==> src/rtl/rhcm_pkg.sv <==
// ----------------------------------------------------------------------------
// rhcm_pkg
// Shared types, color stop table and lookup tables for the heat-map color ramp.
// ----------------------------------------------------------------------------
package rhcm_pkg;

  localparam int unsigned StopCount = 8;
  localparam int unsigned SegCount  = StopCount - 1;
  localparam int unsigned LevelMax  = 255;

  // Normalization: level = (dbm + DbmOffset) * 255 / DbmRange
  localparam int          DbmOffset = 115;
  localparam int unsigned DbmRange  = 80;

  localparam logic [7:0] MaskR = 8'hF8;
  localparam logic [7:0] MaskG = 8'hFC;

  typedef logic [2:0] seg_t;
  typedef logic [7:0] level_t;
  typedef logic [2:0][7:0] rgb_t;   // [2] red, [1] green, [0] blue

  typedef enum logic [1:0] {
    CH_BLUE  = 2'd0,
    CH_GREEN = 2'd1,
    CH_RED   = 2'd2
  } chan_e;

  localparam logic [0:StopCount-1][7:0] STOP_POS =
    {8'd0, 8'd42, 8'd86, 8'd126, 8'd164, 8'd198, 8'd226, 8'd255};
  localparam logic [0:StopCount-1][7:0] STOP_R =
    {8'd2, 8'd30, 8'd15, 8'd0, 8'd25, 8'd255, 8'd255, 8'd255};
  localparam logic [0:StopCount-1][7:0] STOP_G =
    {8'd4, 8'd12, 8'd45, 8'd214, 8'd235, 8'd235, 8'd70, 8'd245};
  localparam logic [0:StopCount-1][7:0] STOP_B =
    {8'd14, 8'd105, 8'd230, 8'd255, 8'd116, 8'd20, 8'd10, 8'd255};

  localparam int SegSpan [SegCount] = '{
    int'(STOP_POS[1]) - int'(STOP_POS[0]),
    int'(STOP_POS[2]) - int'(STOP_POS[1]),
    int'(STOP_POS[3]) - int'(STOP_POS[2]),
    int'(STOP_POS[4]) - int'(STOP_POS[3]),
    int'(STOP_POS[5]) - int'(STOP_POS[4]),
    int'(STOP_POS[6]) - int'(STOP_POS[5]),
    int'(STOP_POS[7]) - int'(STOP_POS[6])
  };

  // {segment, fraction} per level
  typedef struct packed {
    seg_t       seg;
    logic [7:0] frac;
  } seg_frac_t;

  typedef seg_frac_t [0:LevelMax] frac_lut_t;

  typedef struct packed {
    logic   valid;
    level_t level;
  } lvl_word_t;

  typedef struct packed {
    logic      valid;
    seg_frac_t sf;
  } sf_word_t;

  // Built at elaboration only.
  function automatic frac_lut_t build_frac_lut();
    frac_lut_t lut;
    int        s;
    int        d;
    int        f;
    lut = '0;
    for (int lv = 0; lv <= int'(LevelMax); lv++) begin
      s = 0;
      for (int i = int'(SegCount); i >= 1; i--) begin
        if (lv <= int'(STOP_POS[i])) s = i - 1;
      end
      d = lv - int'(STOP_POS[s]);
      f = (SegSpan[s] > 0) ? (d * 255) / SegSpan[s] : 0;
      if (f < 0)   f = 0;
      if (f > 255) f = 255;
      lut[lv].seg  = seg_t'(s);
      lut[lv].frac = 8'(f);
    end
    return lut;
  endfunction

  localparam frac_lut_t FRAC_LUT = build_frac_lut();

  function automatic logic [7:0] stop_color(chan_e ch, logic [2:0] idx);
    logic [7:0] c;
    case (ch)
      CH_RED:   c = STOP_R[idx];
      CH_GREEN: c = STOP_G[idx];
      CH_BLUE:  c = STOP_B[idx];
      default:  c = '0;
    endcase
    return c;
  endfunction

  // RGB565, then byte swap
  function automatic logic [15:0] pack_swapped(logic [7:0] r, logic [7:0] g, logic [7:0] b);
    logic [15:0] native;
    native = {r[7:3], g[7:2], b[7:3]};
    return {native[7:0], native[15:8]};
  endfunction

  localparam logic [15:0] WEAK_PIXEL   = pack_swapped(STOP_R[0], STOP_G[0], STOP_B[0]);
  localparam logic [15:0] STRONG_PIXEL =
    pack_swapped(STOP_R[StopCount-1], STOP_G[StopCount-1], STOP_B[StopCount-1]);

endpackage

==> src/rtl/rssi_heatmap_color_map_core.sv <==
// ----------------------------------------------------------------------------
// rssi_heatmap_color_map_core
// Signal strength in dBm to a byte-swapped RGB565 heat-map pixel.
// ----------------------------------------------------------------------------
// Usage:
//   Input: drive level_dbm_i and pulse start; the word is taken on any edge
//   where start is high and busy is low. busy stays low, so a new word may
//   be issued every cycle.
//   Output: done_o is high for exactly one cycle with the pixel on pixel_o;
//   the receiver must take it in that cycle.
//   Throughput: one pixel per clock.
//   Pipeline: level scale/clamp, segment and fraction table lookup,
//   per-channel difference multiply, divide-by-255 and add.
//   Reset: rst_ni clears all stage valid bits; words in flight are dropped
//   and no pixel appears until a new word is accepted.
// ----------------------------------------------------------------------------
module rssi_heatmap_color_map_core (
  input  logic              clk_i,
  input  logic              rst_ni,
  input  logic              start,
  output logic              busy,
  input  logic signed [7:0] level_dbm_i,
  output logic              done_o,
  output logic [15:0]       pixel_o
);
  import rhcm_pkg::*;

  lvl_word_t lvl_word;
  sf_word_t  sf_word;
  rgb_t      rgb;
  logic      accept;

  assign busy   = 1'b0;
  assign accept = start && !busy;

  rhcm_level u_level (
    .clk_i       (clk_i),
    .rst_ni      (rst_ni),
    .valid_i     (accept),
    .level_dbm_i (level_dbm_i),
    .word_o      (lvl_word)
  );

  rhcm_frac u_frac (
    .clk_i  (clk_i),
    .rst_ni (rst_ni),
    .word_i (lvl_word),
    .word_o (sf_word)
  );

  rhcm_blend u_blend (
    .clk_i   (clk_i),
    .rst_ni  (rst_ni),
    .word_i  (sf_word),
    .valid_o (done_o),
    .rgb_o   (rgb)
  );

  assign pixel_o = pack_swapped(rgb[CH_RED], rgb[CH_GREEN], rgb[CH_BLUE]);

`ifndef ASSERT_OFF
  a_latency: assert property (@(posedge clk_i) disable iff (!rst_ni)
    accept |-> ##4 done_o)
    else $error("accepted word did not produce a pixel after 4 cycles");

  a_weak_clamp: assert property (@(posedge clk_i) disable iff (!rst_ni)
    (accept && (level_dbm_i <= -8'sd115)) |-> ##4 (pixel_o == WEAK_PIXEL))
    else $error("weak signal did not map to first stop color");

  a_strong_clamp: assert property (@(posedge clk_i) disable iff (!rst_ni)
    (accept && (level_dbm_i > -8'sd35)) |-> ##4 (pixel_o == STRONG_PIXEL))
    else $error("strong signal did not map to last stop color");
`endif

endmodule

==> src/rtl/rhcm_level.sv <==
// ----------------------------------------------------------------------------
// rhcm_level
// Stage 1: dBm reading to clamped 0..255 level.
// ----------------------------------------------------------------------------
module rhcm_level (
  input  logic                   clk_i,
  input  logic                   rst_ni,
  input  logic                   valid_i,
  input  logic signed [7:0]      level_dbm_i,
  output rhcm_pkg::lvl_word_t    word_o
);
  import rhcm_pkg::*;

  logic signed [8:0] offs;
  logic [12:0]       scaled;
  level_t            level_d, level_q;
  logic              valid_q;

  // 255/80 reduces to 51/16, so the product is exact below the clamp point
  assign offs   = 9'(level_dbm_i) + 9'(DbmOffset);
  assign scaled = 13'(offs[6:0]) * 13'd51;

  always_comb begin
    if (offs <= 9'sd0) begin
      level_d = '0;
    end else if (offs >= 9'(DbmRange)) begin
      level_d = 8'(LevelMax);
    end else begin
      level_d = scaled[11:4];
    end
  end

  always_ff @(posedge clk_i or negedge rst_ni) begin
    if (!rst_ni) begin
      valid_q <= 1'b0;
    end else begin
      valid_q <= valid_i;
    end
  end

  always_ff @(posedge clk_i) begin
    level_q <= level_d;
  end

  assign word_o.valid = valid_q;
  assign word_o.level = level_q;

endmodule

==> src/rtl/rhcm_frac.sv <==
// ----------------------------------------------------------------------------
// rhcm_frac
// Stage 2: segment select and in-segment fraction from a constant table.
// ----------------------------------------------------------------------------
module rhcm_frac (
  input  logic                  clk_i,
  input  logic                  rst_ni,
  input  rhcm_pkg::lvl_word_t   word_i,
  output rhcm_pkg::sf_word_t    word_o
);
  import rhcm_pkg::*;

  seg_frac_t sf_d, sf_q;
  logic      valid_q;

  assign sf_d = FRAC_LUT[word_i.level];

  always_ff @(posedge clk_i or negedge rst_ni) begin
    if (!rst_ni) begin
      valid_q <= 1'b0;
    end else begin
      valid_q <= word_i.valid;
    end
  end

  always_ff @(posedge clk_i) begin
    sf_q <= sf_d;
  end

  assign word_o.valid = valid_q;
  assign word_o.sf    = sf_q;

endmodule

==> src/rtl/rhcm_blend.sv <==
// ----------------------------------------------------------------------------
// rhcm_blend
// Stages 3 and 4: per-channel interpolation a + trunc((b-a)*frac/255).
// ----------------------------------------------------------------------------
module rhcm_blend (
  input  logic                  clk_i,
  input  logic                  rst_ni,
  input  rhcm_pkg::sf_word_t    word_i,
  output logic                  valid_o,
  output rhcm_pkg::rgb_t        rgb_o
);
  import rhcm_pkg::*;

  logic [2:0][15:0] prod_d, prod_q;
  logic [2:0]       neg_d, neg_q;
  rgb_t             base_d, base_q;
  rgb_t             rgb_d, rgb_q;
  logic             valid3_q, valid4_q;

  // stage 3: magnitude of the stop difference times fraction
  always_comb begin
    logic [7:0]        a;
    logic [7:0]        b;
    logic signed [8:0] diff;
    logic [7:0]        mag;
    for (int c = 0; c < 3; c++) begin
      a    = stop_color(chan_e'(c), word_i.sf.seg);
      b    = stop_color(chan_e'(c), word_i.sf.seg + 3'd1);
      diff = $signed({1'b0, b}) - $signed({1'b0, a});
      mag  = diff[8] ? 8'(-diff) : diff[7:0];
      neg_d[c]  = diff[8];
      base_d[c] = a;
      prod_d[c] = 16'(mag) * 16'(word_i.sf.frac);
    end
  end

  // stage 4: x/255 as (x + 1 + (x >> 8)) >> 8, exact for x below 65535
  always_comb begin
    logic [16:0] sum;
    logic [7:0]  q;
    for (int c = 0; c < 3; c++) begin
      sum = 17'(prod_q[c]) + 17'd1 + 17'(prod_q[c][15:8]);
      q   = sum[15:8];
      rgb_d[c] = neg_q[c] ? (base_q[c] - q) : (base_q[c] + q);
    end
  end

  always_ff @(posedge clk_i or negedge rst_ni) begin
    if (!rst_ni) begin
      valid3_q <= 1'b0;
      valid4_q <= 1'b0;
    end else begin
      valid3_q <= word_i.valid;
      valid4_q <= valid3_q;
    end
  end

  always_ff @(posedge clk_i) begin
    prod_q <= prod_d;
    neg_q  <= neg_d;
    base_q <= base_d;
    rgb_q  <= rgb_d;
  end

  assign valid_o = valid4_q;
  assign rgb_o   = rgb_q;

endmodule

==> config.mk <==
export PLATFORM = sky130hd
export DESIGN_NAME = rssi_heatmap_color_map_core
export DESIGN_NICKNAME = d
export VERILOG_FILES = /design/src/rtl/rhcm_pkg.sv /design/src/rtl/rssi_heatmap_color_map_core.sv /design/src/rtl/rhcm_level.sv /design/src/rtl/rhcm_frac.sv /design/src/rtl/rhcm_blend.sv
export SDC_FILE = /design/constraint.sdc
export NUM_CORES = 1
export LEC_CHECK = 0
export BUFFER_PORTS_ARGS = -buffer_cell sky130_fd_sc_hd__buf_2
export CAP_MARGIN = 20
export CORE_AREA = 2 2 158 160
export DETAILED_ROUTE_END_ITERATION = 16
export DIE_AREA = 0 0 160 162
export HOLD_SLACK_MARGIN = 0.03
export PLACE_DENSITY = 0.87
export SYNTH_ARGS = -nofsm -noshare
export SYNTH_HDL_FRONTEND = slang
export SYNTH_SLANG_ARGS = --single-unit
==> constraint.sdc <==
create_clock -name clk_i -period 7.59 [get_ports clk_i]
set_input_delay 1.518 -clock clk_i [delete_from_list [all_inputs] [get_ports clk_i]]
set_output_delay 1.518 -clock clk_i [all_outputs]
set_load 0.005 [all_outputs]
== Word-level counts from Yosys, hierarchy flattened ==
Memories as Yosys holds them, arrays and structs flattened. A register that Yosys moved wholly into a read port is not among the register bits.
Cells that the tools add are included.

* Bitwise logic cells: 3
* Muxes and demuxes: 19
* Order comparisons: 4
* Add/sub/neg operators: 20
* Multipliers: 4

{| class="wikitable"
|+ Operator list
! operator !! count
|-
| 8-bit two-way mux || 19
|-
| 16-bit by 1-bit adder with 16-bit output, second input constant || 3
|-
| 16-bit by 8-bit adder with 16-bit output || 3
|-
| 8-bit by 8-bit multiplier with 16-bit output || 3
|-
| 8-bit by 8-bit subtractor with 9-bit output || 3
|-
| 8-bit adder || 3
|-
| 8-bit negation || 3
|-
| 8-bit subtractor || 3
|-
| 7-bit by 6-bit multiplier with 12-bit output, second input constant || 1
|-
| 8-bit by 8-bit adder with 9-bit output, second input constant || 1
|-
| 9-bit by 7-bit >= comparator with 1-bit output, second input constant || 1
|-
| 9-bit by 1-bit less-or-equal comparator with 1-bit output, second input constant || 1
|-
| 8-bit NOT with 9-bit output || 1
|-
| 4-bit >= comparator, second input constant || 2
|-
| 3-bit NOT with 4-bit output || 2
|-
| 3-bit by 1-bit adder with 3-bit output, second input constant || 1
|}

* Logic and storage cells: 72
* Output and inout bits: 18
* Memories kept: 7
* ROM bits: 3200
* Register bits: 111
* Input bits: 11

{| class="wikitable"
|+ Memories
! memory !! words !! bits a word !! read ports !! clocked after memory_dff !! write ports !! RTL line !! RTL
|-
| (name not given) || 256 || 11 || 1 || 1 || 0 || rhcm_frac.sv:16 || <nowiki>assign sf_d = FRAC_LUT[word_i.level];</nowiki>
|-
| (name not given) || 8 || 8 || 1 || 0 || 0 || rhcm_pkg.sv:94 || <nowiki>CH_BLUE: c = STOP_B[idx];</nowiki>
|-
| (name not given) || 8 || 8 || 1 || 0 || 0 || rhcm_pkg.sv:94 ||
|-
| (name not given) || 8 || 8 || 1 || 0 || 0 || rhcm_pkg.sv:93 || <nowiki>CH_GREEN: c = STOP_G[idx];</nowiki>
|-
| (name not given) || 8 || 8 || 1 || 0 || 0 || rhcm_pkg.sv:93 ||
|-
| (name not given) || 8 || 8 || 1 || 0 || 0 || rhcm_pkg.sv:92 || <nowiki>CH_RED: c = STOP_R[idx];</nowiki>
|-
| +1 memories || - || - || - || - || - || - ||
|}

== Logic depth before layout (Yosys ltp) ==
Gate-level depths: netlist of run 1.

* Depth after elaboration: 9
* Mapped depth: 32
* Depth with buffers taken out: 30

== Hierarchy ==
From an unflattened synthesis of run 1, not the netlist that was laid out.

* Cells, all modules: 1960
* Area total of the unflattened synthesis: 16223.1 µm²

{| class="wikitable"
|+ By module, submodules not included
! module !! cells an instance !! sequential area each (µm²) !! area an instance (µm²) !! instances
|-
| rhcm_blend || 1367 || 1911.8 || 12000.3 || 1
|-
| rhcm_frac || 453 || 245.2 || 2962.8 || 1
|-
| rhcm_level || 138 || 185.2 || 1248.7 || 1
|-
| rssi_heatmap_color_map_core || 2 || 0.0 || 11.3 || 1
|}

== Worst setup path after synthesis of run 1 ==
Ideal clock, no wire load.

* Path kind: register to register
* Start: reg, netlist name u_frac.word_o[8]
* End: reg u_blend.prod_q[47] in the netlist's numbering
* Path slack: 0.699 ns
* Buffers on the path: 2
* Stages on the path, launching flop included: 31
* Arrival time: 6.819 ns
* Clock period less this slack: 6.891 ns
* Setup time: 0.072 ns
* Data required time: 7.518 ns
* Cells stage by stage: dfxtp_1 > buf_2 > buf_1 > inv_1 > ha_1 > inv_1 > nand2_1 > ha_1 > fa_1 > nor2b_1 > o22ai_1 > a21boi_0 > o21ai_0 > nand2_1 > nor2_1 > xnor2_1 > and2_1 > fa_1 > fa_1 > inv_1 > fa_1 > fa_1 > inv_1 > ha_1 > o21a_1 > o21ai_1 > nand2b_1 > a31o_2 > a41o_1 > o41ai_1 > xnor2_1

{| class="wikitable"
|+ RTL lines
! item !! RTL line !! RTL
|-
| end signal, assigned || rhcm_blend.sv:59 || <nowiki>prod_q <= prod_d;</nowiki>
|-
| end, declared || rhcm_blend.sv:14 || <nowiki>logic [2:0][15:0] prod_d, prod_q;</nowiki>
|}

==> results of run 1 <==
-- cell usage in the layout (no fill, tap or decap), types with 35 or more instances in the layout --
master	n
dfxtp_1	100
nor2_1	125
a21oi_1	113
nor2b_1	91
and2_1	96
nor3_1	35
ha_1	220
o21ai_0	89
xnor2_1	85
nand2_1	143
inv_1	219
fa_1	116
-- worst paths after layout --
check                           cells past startpoint            endpoint
worst max-delay path                               28  u_blend.prod_q[47]
worst min-delay path                                0      u_frac.valid_q
worst max register to register                     28  u_blend.prod_q[47]
worst min register to register                      0      u_frac.valid_q
max in group asynchronous                           1      u_frac.valid_q
min in group asynchronous                           1     u_blend.valid_o
-- per-layer routing --
layer / vias up / share of wire, % / wire length [microns]
met5: - / 0 / 0
met4: 0 / 3.6 / 1369
met3: 126 / 6.6 / 2487
met2: 610 / 49 / 18580
met1: 6412 / 40 / 15160
li1: 6465 / - / -
-- area by class of cell --
class | instances | share of cell area [%]
multi-input cells | 1504 | 75.23
flip-flops and latches | 108 | 13.38
inverters | 223 | 5.143
well taps | 324 | 2.480
repair buffers | 48 | 1.837
clock buffers | 9 | 1.378
clock inverters | 7 | 0.5587
-- flip-flops by register name, summed over array words and instances (netlist names) --
signal,cells
u_blend.rgb_o,16
u_level.valid_q,1
u_blend.valid3_q,1
u_blend.base_q,18
u_blend.valid_o,1
u_blend.neg_q,3
u_frac.word_o,11
u_blend.prod_q,48
u_level.level_q,8
u_frac.valid_q,1
-- kinds of logic after synthesis --
logic type | after synthesis
flops | 108
compound gates | 435
other cells | 1
fa+ha+maj | 342
buf+inv | 317
xor+xnor | 117
simple gates | 593
mux | 16
-- what timing repair did --
action | 4_1_cts | 5_1_grt
gates resized for setup | 0 | 10
setup buffers | 0 | 2
endpoints found under the setup margin | 0 | 4
-- per-stage QoR --
stage	cells	util [%]	cell area [sq um]	setup WS, ns
CTS	2221	67.60	16290	0.2888
floorplan	1929	-	15680	0.6987
global placement	2205	66.28	15980	0.6687
global route	2223	67.82	16350	-0.01353
finish	2223	67.82	16350	0.4252
detailed placement	2205	66.28	15980	0.3623
==> metrics, run 1 <==
met3 Use GR 4.009%; WL per Instance 16.91 microns; largest family of logic cells by synthesized area adder cells; setup TNS 0 ns; fin. max-slew vios 0; # fillers 1903; ys async rst share 3.704%; worst skew pair latency around 0.37 ns; Slowest-stage cell, CP fa_1; Hold Crit Class register to register; Finish-stage setup viols 0; largest net degree at the start of global routing 101; crit-path most repeated cell fa_1; drt first pass iters 6; FF+latch count, synth 108; Max Buffers Root-to-Sink 2; DRC viols 0; die height 162 microns; Startpoint Class register; Hold WS between 0.3 and 0.4 ns; Area Growth Syn to Fin 4.261%; Post-DRT Antenna Nets 0; reg-to-reg slack, setup 0.43 ns; Most used DFF post-synth dfxtp_1; Synth top cells by count ha_1 (223), inv_1 (220), nand2_1 (144), nor2_1 (125), fa_1 (116); Unique masters post-synth a little over 90; post-synth top area share between 10% and 20%; post-DP HPWL 27910 microns; via/cell ratio between 6 and 7; MaxCap Viol Count 0; syn_nets 2279; I/O pin cnt 29; mux cell area share after synthesis 1.301%; Tcrit/Tclk final roughly 94%; Crit path buffers/inverters 4; Worst Path Required 7.89 ns; Layout Nets 2244; top-count cell post-synth ha_1; total gr overflow 0; syn_area_per_cell 8.129 sq um; clock transition at the registers of the reported paths 0.08 ns; CTS buffer count 9; Critical Path Start u_frac.word_o[9]; CTS Hold Bufs 0; fraction of the mapped netlist area in adder cells 32.79%; starting DRC count in detailed routing 1214; H-tree depth 3; GRT Total Usage approximately 30%; initial antenna violation count 1; xor/xnor cell area share of the yosys netlist 6.678%; Final Hold Violating Endpoints 0; clk root buf clkbuf_16; post-synthesis sequential area ratio 13.92%; width of the die around 160 microns; Final min period 7.165 ns; critical path type register to register; Seq. cell area 0.002187 sq mm; number of synthesized flops with an enable pin 0; routing usage on met2 between 50% and 60%; hold wc startpoint u_level.valid_q; vias in the first global route around 14000; area of the core between 0.02 and 0.025 sq mm; area of the multi-input gates 0.01230 sq mm; Crit path largest cell delay 0.56 ns; CTS tree yes; port bufs 27; drt total wl ~38000 microns; Crit. End Element register; via count 13610; largest delay contributor family on the critical path adder cells; status complete, no violations; DIE AREA 0.02592 sq mm; GR peak layer met2; Netlist Area Pre-Place approximately 0.016 sq mm; cells after synthesis 1929; Placer Congestion 0.9475; Clock Skews 0.01026 ns; slew margin rel. 35.81%; number of antenna diodes 0; ranking of synthesized cells by area ha_1 (18%), fa_1 (15%), dfxtp_1 (13%); Initial Utilization 65.05%; CP Data Arrival Time between 7 and 8 ns; CP max FO 23; first-pass GRT wire length between 60000 and 70000 microns; reg2reg start u_frac.word_o[9]; num rows 57; met1 Usage GRT a little over a third; fmax 139.6 MHz; layout cells sized above 1 5.951%; post-synthesis simple-gate area fraction 19.12%; worst slew pin tran slightly below 1 ns; Sink Count 108; largest area contributor in the netlist ha_1; YS warnings 0; post-synthesis compound-gate area fraction 18.34%
Power of run 1 is not shown: default switching activity piles up to over one toggle a cycle in this logic, so the estimate is an artifact.
==> inputs of run 2 (changes only) <==
- ABC_AREA: default -> 1
- CORE_AREA: 2 2 158 160 -> 2 2 160 162
- DIE_AREA: 0 0 160 162 -> 0 0 162 164
- MAX_ROUTING_LAYER: default -> met4
==> metrics, run 2 <==
status complete, no violations; crit-path most repeated cell inv_1; Worst Path Required about 8 ns; Netlist Area Pre-Place around 0.016 sq mm; largest net degree at the start of global routing 43; reg-to-reg slack, setup roughly 0.48 ns; max FFs per register 48; first-pass GRT wire length 71790 microns; area of the core around 0.025 sq mm; Layout Nets 2722; worst skew pair latency 0.38 ns; GR peak layer met2; CP Data Arrival Time 7.43 ns; GRT Total Usage 33.99%; fmax 140.6 MHz; total gr overflow 0; Unique masters post-synth 55; syn_area_per_cell slightly below 7 sq um; post-synthesis sequential area ratio 13.57%; starting DRC count in detailed routing about 1600; worst slew pin tran 0.9899 ns; Hold Crit Class register to register; Final Hold Violating Endpoints 0; fin. max-slew vios 0; Largest Register u_blend.prod_q; drt total wl 42640 microns; commonest non-fill, non-tap cells in the layout nand2_1 (523), inv_1 (420), nor2_1 (279), ha_1 (221), a21oi_1 (126); Crit. End Element register; layout cells sized above 1 between 4 and 5%; number of synthesized flops with an enable pin 0; Tcrit/Tclk final between 90 and 100%; critical path type register to register; Clock Skews 0.01508 ns; width of the die 162 microns; port bufs 27; Critical Path Start u_frac.word_o[9]; largest area contributor in the netlist ha_1; vias in the first global route around 15000; Startpoint Class register; hold wc startpoint u_frac.valid_q; I/O pin cnt 29; Post-DRT Antenna Nets 0; Max Buffers Root-to-Sink 2; Placer Congestion 0.9841; Initial Utilization 64.78%; post-synth top area share 17.36%; met1 Usage GRT 41.20%; WL per Instance approximately 16 microns; via/cell ratio 5.713; YS warnings 0; Crit path largest cell delay 0.53 ns; Area Growth Syn to Fin 4.864%; CTS Hold Bufs 0; Most used DFF post-synth dfxtp_1; Synth top cells by count nand2_1 (523), inv_1 (420), nor2_1 (279), ha_1 (223), a21oi_1 (126); CTS buffer count 9; DRC viols 0; Slowest-stage cell, CP fa_1; die height 164 microns; cells after synthesis 2369; ys async rst share 3.704%; Final min period a little over 7 ns; clock transition at the registers of the reported paths roughly 0.09 ns; slew margin rel. 33.93%; H-tree depth 3; DIE AREA roughly 0.027 sq mm; Finish-stage setup viols 0; CTS tree yes; via count between 15000 and 20000; MaxCap Viol Count 0; syn_nets 2719; clk root buf clkbuf_16; routing usage on met2 between 50% and 60%; num rows 58; post-DP HPWL 33510 microns; RSZ-0062 raised after global routing false; drt first pass iters 6; initial antenna violation count 1; setup TNS 0 ns; commonest non-fill, non-tap cell in the layout nand2_1; top-count cell post-synth nand2_1; Sink Count 108; CP max FO 11; met3 Use GR 4.672%; ranking of synthesized cells by area ha_1 (17%), fa_1 (14%), dfxtp_1 (13%); reg2reg start u_frac.word_o[9]; FF+latch count, synth 108
[run 2: critical path: cells and delay by family, from the launching register on]
family,cells,cell delay [ns]
adder cells (fa/ha/maj),9,3.68
AO/OA/AOI/OAI,6,1.01
AND/OR/NAND/NOR,7,0.92
buffers and inverters,8,0.70
flip-flops,1,0.45
XOR/XNOR,2,0.29
[run 2: final timing paths]
| check | end | cells after the start |
|---|---|---|
| max in group asynchronous | u_level.valid_q | 1 |
| min in group asynchronous | u_blend.valid3_q | 1 |
| worst max register to register | u_blend.prod_q[14] | 32 |
| worst min register to register | u_blend.valid3_q | 0 |
| worst min-delay path | u_blend.valid3_q | 0 |
| worst max-delay path | u_blend.prod_q[14] | 32 |
[run 2: area by class of cell]
class / count / area (sq um)
multi-input cells: 1770 / 12050
fillers: 2134 / 7960
flip-flops and latches: 108 / 2185
inverters: 441 / 1658
well taps: 330 / 412.9
repair buffers: 42 / 247.7
clock buffers: 9 / 225.2
clock inverters: 7 / 73.82
diodes: 1 / 2.502
[run 2: kinds of logic (layout without fill, tap and decap cells)]
logic type	Yosys count	after routing	share of synthesized area (%)
AO/OA/AOI/OAI	347	347	12.44
XOR/XNOR	95	95	5.549
adder cells (fa/ha/maj)	339	339	31.80
buffers and inverters	491	499	11.54
flip-flops	108	108	13.57
other	1	2	0.02333
AND/OR/NAND/NOR	988	988	25.08
[run 2: through the flow]
step           hold WS [ns]  util, %  instances  area (sq um)  worst slack, ns
6_report             0.3566    67.93       2708         16860           0.4791
2_1_floorplan        0.3312        -       2369         16080           0.9304
3_5_place_dp         0.3405    66.58       2689         16520           0.2102
5_1_grt              0.3692    67.93       2708         16860          0.06434
3_3_place_gp         0.3339    66.58       2689         16520           0.5479
4_1_cts              0.3600    67.79       2705         16820           0.1644
[run 2: layer usage]
layer | vias to the layer above | wire length (microns)
met5 | - | 0
met4 | 0 | 1519
met3 | 144 | 2900
met2 | 702 | 20430
met1 | 7139 | 17800
li1 | 7486 | -
[run 2: what timing repair did]
| item | in CTS | in global routing |
|---|---|---|
| endpoints found under the setup margin | 0 | 8 |
| buffers inserted | 0 | 2 |
| gates resized for setup | 0 | 6 |
Power of run 2 is left out for the same reason.
==> inputs of run 3 (changes only) <==
- BUFFER_PORTS_ARGS: -buffer_cell sky130_fd_sc_hd__buf_2 -> -buffer_cell sky130_fd_sc_hd__clkbuf_2
- CORE_AREA: 2 2 160 162 -> 2 2 161 163
- DIE_AREA: 0 0 162 164 -> 0 0 163 165
- GPL_TIMING_DRIVEN: default -> 0
- PLACE_DENSITY: 0.87 -> 0.86
==> metrics, run 3 (same netlist as run 2, synthesis figures left out) <==
post-DP HPWL between 30000 and 40000 microns; Final Hold Violating Endpoints 0; routed wl met3 3699 microns; drt first pass iters 6; Crit path buffers/inverters 7; port bufs 27; width of the die 163 microns; commonest non-fill, non-tap cell in the layout nand2_1; critical path type register to register; largest delay contributor family on the critical path adder cells; num rows 58; clock transition at the registers of the reported paths about 0.090 ns; CP Data Arrival Time 7.52 ns; Crit path largest cell delay 0.58 ns; Final min period roughly 7.2 ns; MaxCap Viol Count 0; Hold Crit Class register to register; reg-to-reg slack, setup 0.34 ns; total gr overflow 0; Slowest-stage cell, CP fa_1; Initial Utilization between 60% and 70%; I/O pin cnt 29; initial antenna violation count 1; Crit. End Element register; status complete, no violations; Met2 Routed Length ~22000 microns; CTS buffer count 9; Max Buffers Root-to-Sink 2; first-pass GRT wire length roughly 76000 microns; CTS tree yes; CP max FO 11; Startpoint Class register; Area Growth Syn to Fin 5.954%; worst slew pin tran 0.7880 ns; commonest non-fill, non-tap cells in the layout nand2_1 (523), inv_1 (420), nor2_1 (279), ha_1 (221), a21oi_1 (125); DRC viols 0; Finish-stage setup viols 0; worst skew pair latency roughly 0.38 ns; starting DRC count in detailed routing 1596; via/cell ratio 5.796; fmax 138.0 MHz; largest net degree at the start of global routing 23; Worst Path Required 7.86 ns; clk root buf clkbuf_16; RSZ-0062 raised after global routing false; DIE AREA 0.02690 sq mm; post-layout util approximately two thirds; CTS Hold Bufs 0; vias in the first global route 15620; WL per Instance 17.35 microns; Layout Nets 2759; drt total wl 47620 microns; Sink Count between 100 and 150; layout cells sized above 1 about 4.6%; fin. max-slew vios 0; WL met1 a little under 20000 microns; Post-DRT Antenna Nets 0; via count around 16000; GRT Total Usage 36.85%; die height approximately 170 microns; slew margin rel. 47.47%; Largest Register u_blend.prod_q; Clock Skews 0.01609 ns; Placer Congestion 1.041; max FFs per register 48; Highest Signal Layer met4; area of the core 0.02504 sq mm; H-tree depth 3; Tcrit/Tclk final 95.47%; crit-path most repeated cell inv_1
-- run 3: layer usage --
metal,vias up,track usage (%)
met4,0,20.07
met5,-,-
met1,7307,43.74
met2,803,60.55
li1,7570,-
met3,229,5.475
-- run 3: timing repair --
action                                  CTS  global route
hold endpoints to repair                  0             0
pin swaps                                 0             1
setup buffers                             0             2
endpoints found under the setup margin    1            20
gates resized for setup                   4            13
-- run 3: worst paths after layout --
kind,to,depth (start not counted),start
max,u_blend.prod_q[14],31,u_frac.word_o[9]
min in group asynchronous,u_level.valid_q,1,rst_ni
min reg2reg,u_blend.valid3_q,0,u_frac.valid_q
max reg2reg,u_blend.prod_q[14],31,u_frac.word_o[9]
min,u_blend.valid3_q,0,u_frac.valid_q
max in group asynchronous,u_frac.valid_q,1,rst_ni
-- run 3: per-stage QoR --
step	TNS, ns	cells	setup slack (ns)	instance area, sq um	hold WS (ns)
2_1_floorplan	0	2369	0.9304	16080	0.3312
3_3_place_gp	0	2726	0.05073	16620	0.3344
3_5_place_dp	-0.09603	2726	-0.09603	16620	0.3503
4_1_cts	0	2742	0.05908	16960	0.3710
5_1_grt	0	2745	0.04255	17030	0.3692
6_report	0	2745	0.3438	17030	0.3646
-- run 3: area by class of cell --
cell class / count / area, sq um
clock inverter: 7 / 86.33
antenna: 1 / 2.502
clock buffer: 9 / 225.2
fill: 2164 / 8003
multi-input combinational: 1770 / 12110
tap: 330 / 412.9
buffer: 50 / 198.9
inverter: 441 / 1658
timing repair buffer: 29 / 150.1
sequential: 108 / 2190
Power of run 3 is left out for the same reason.
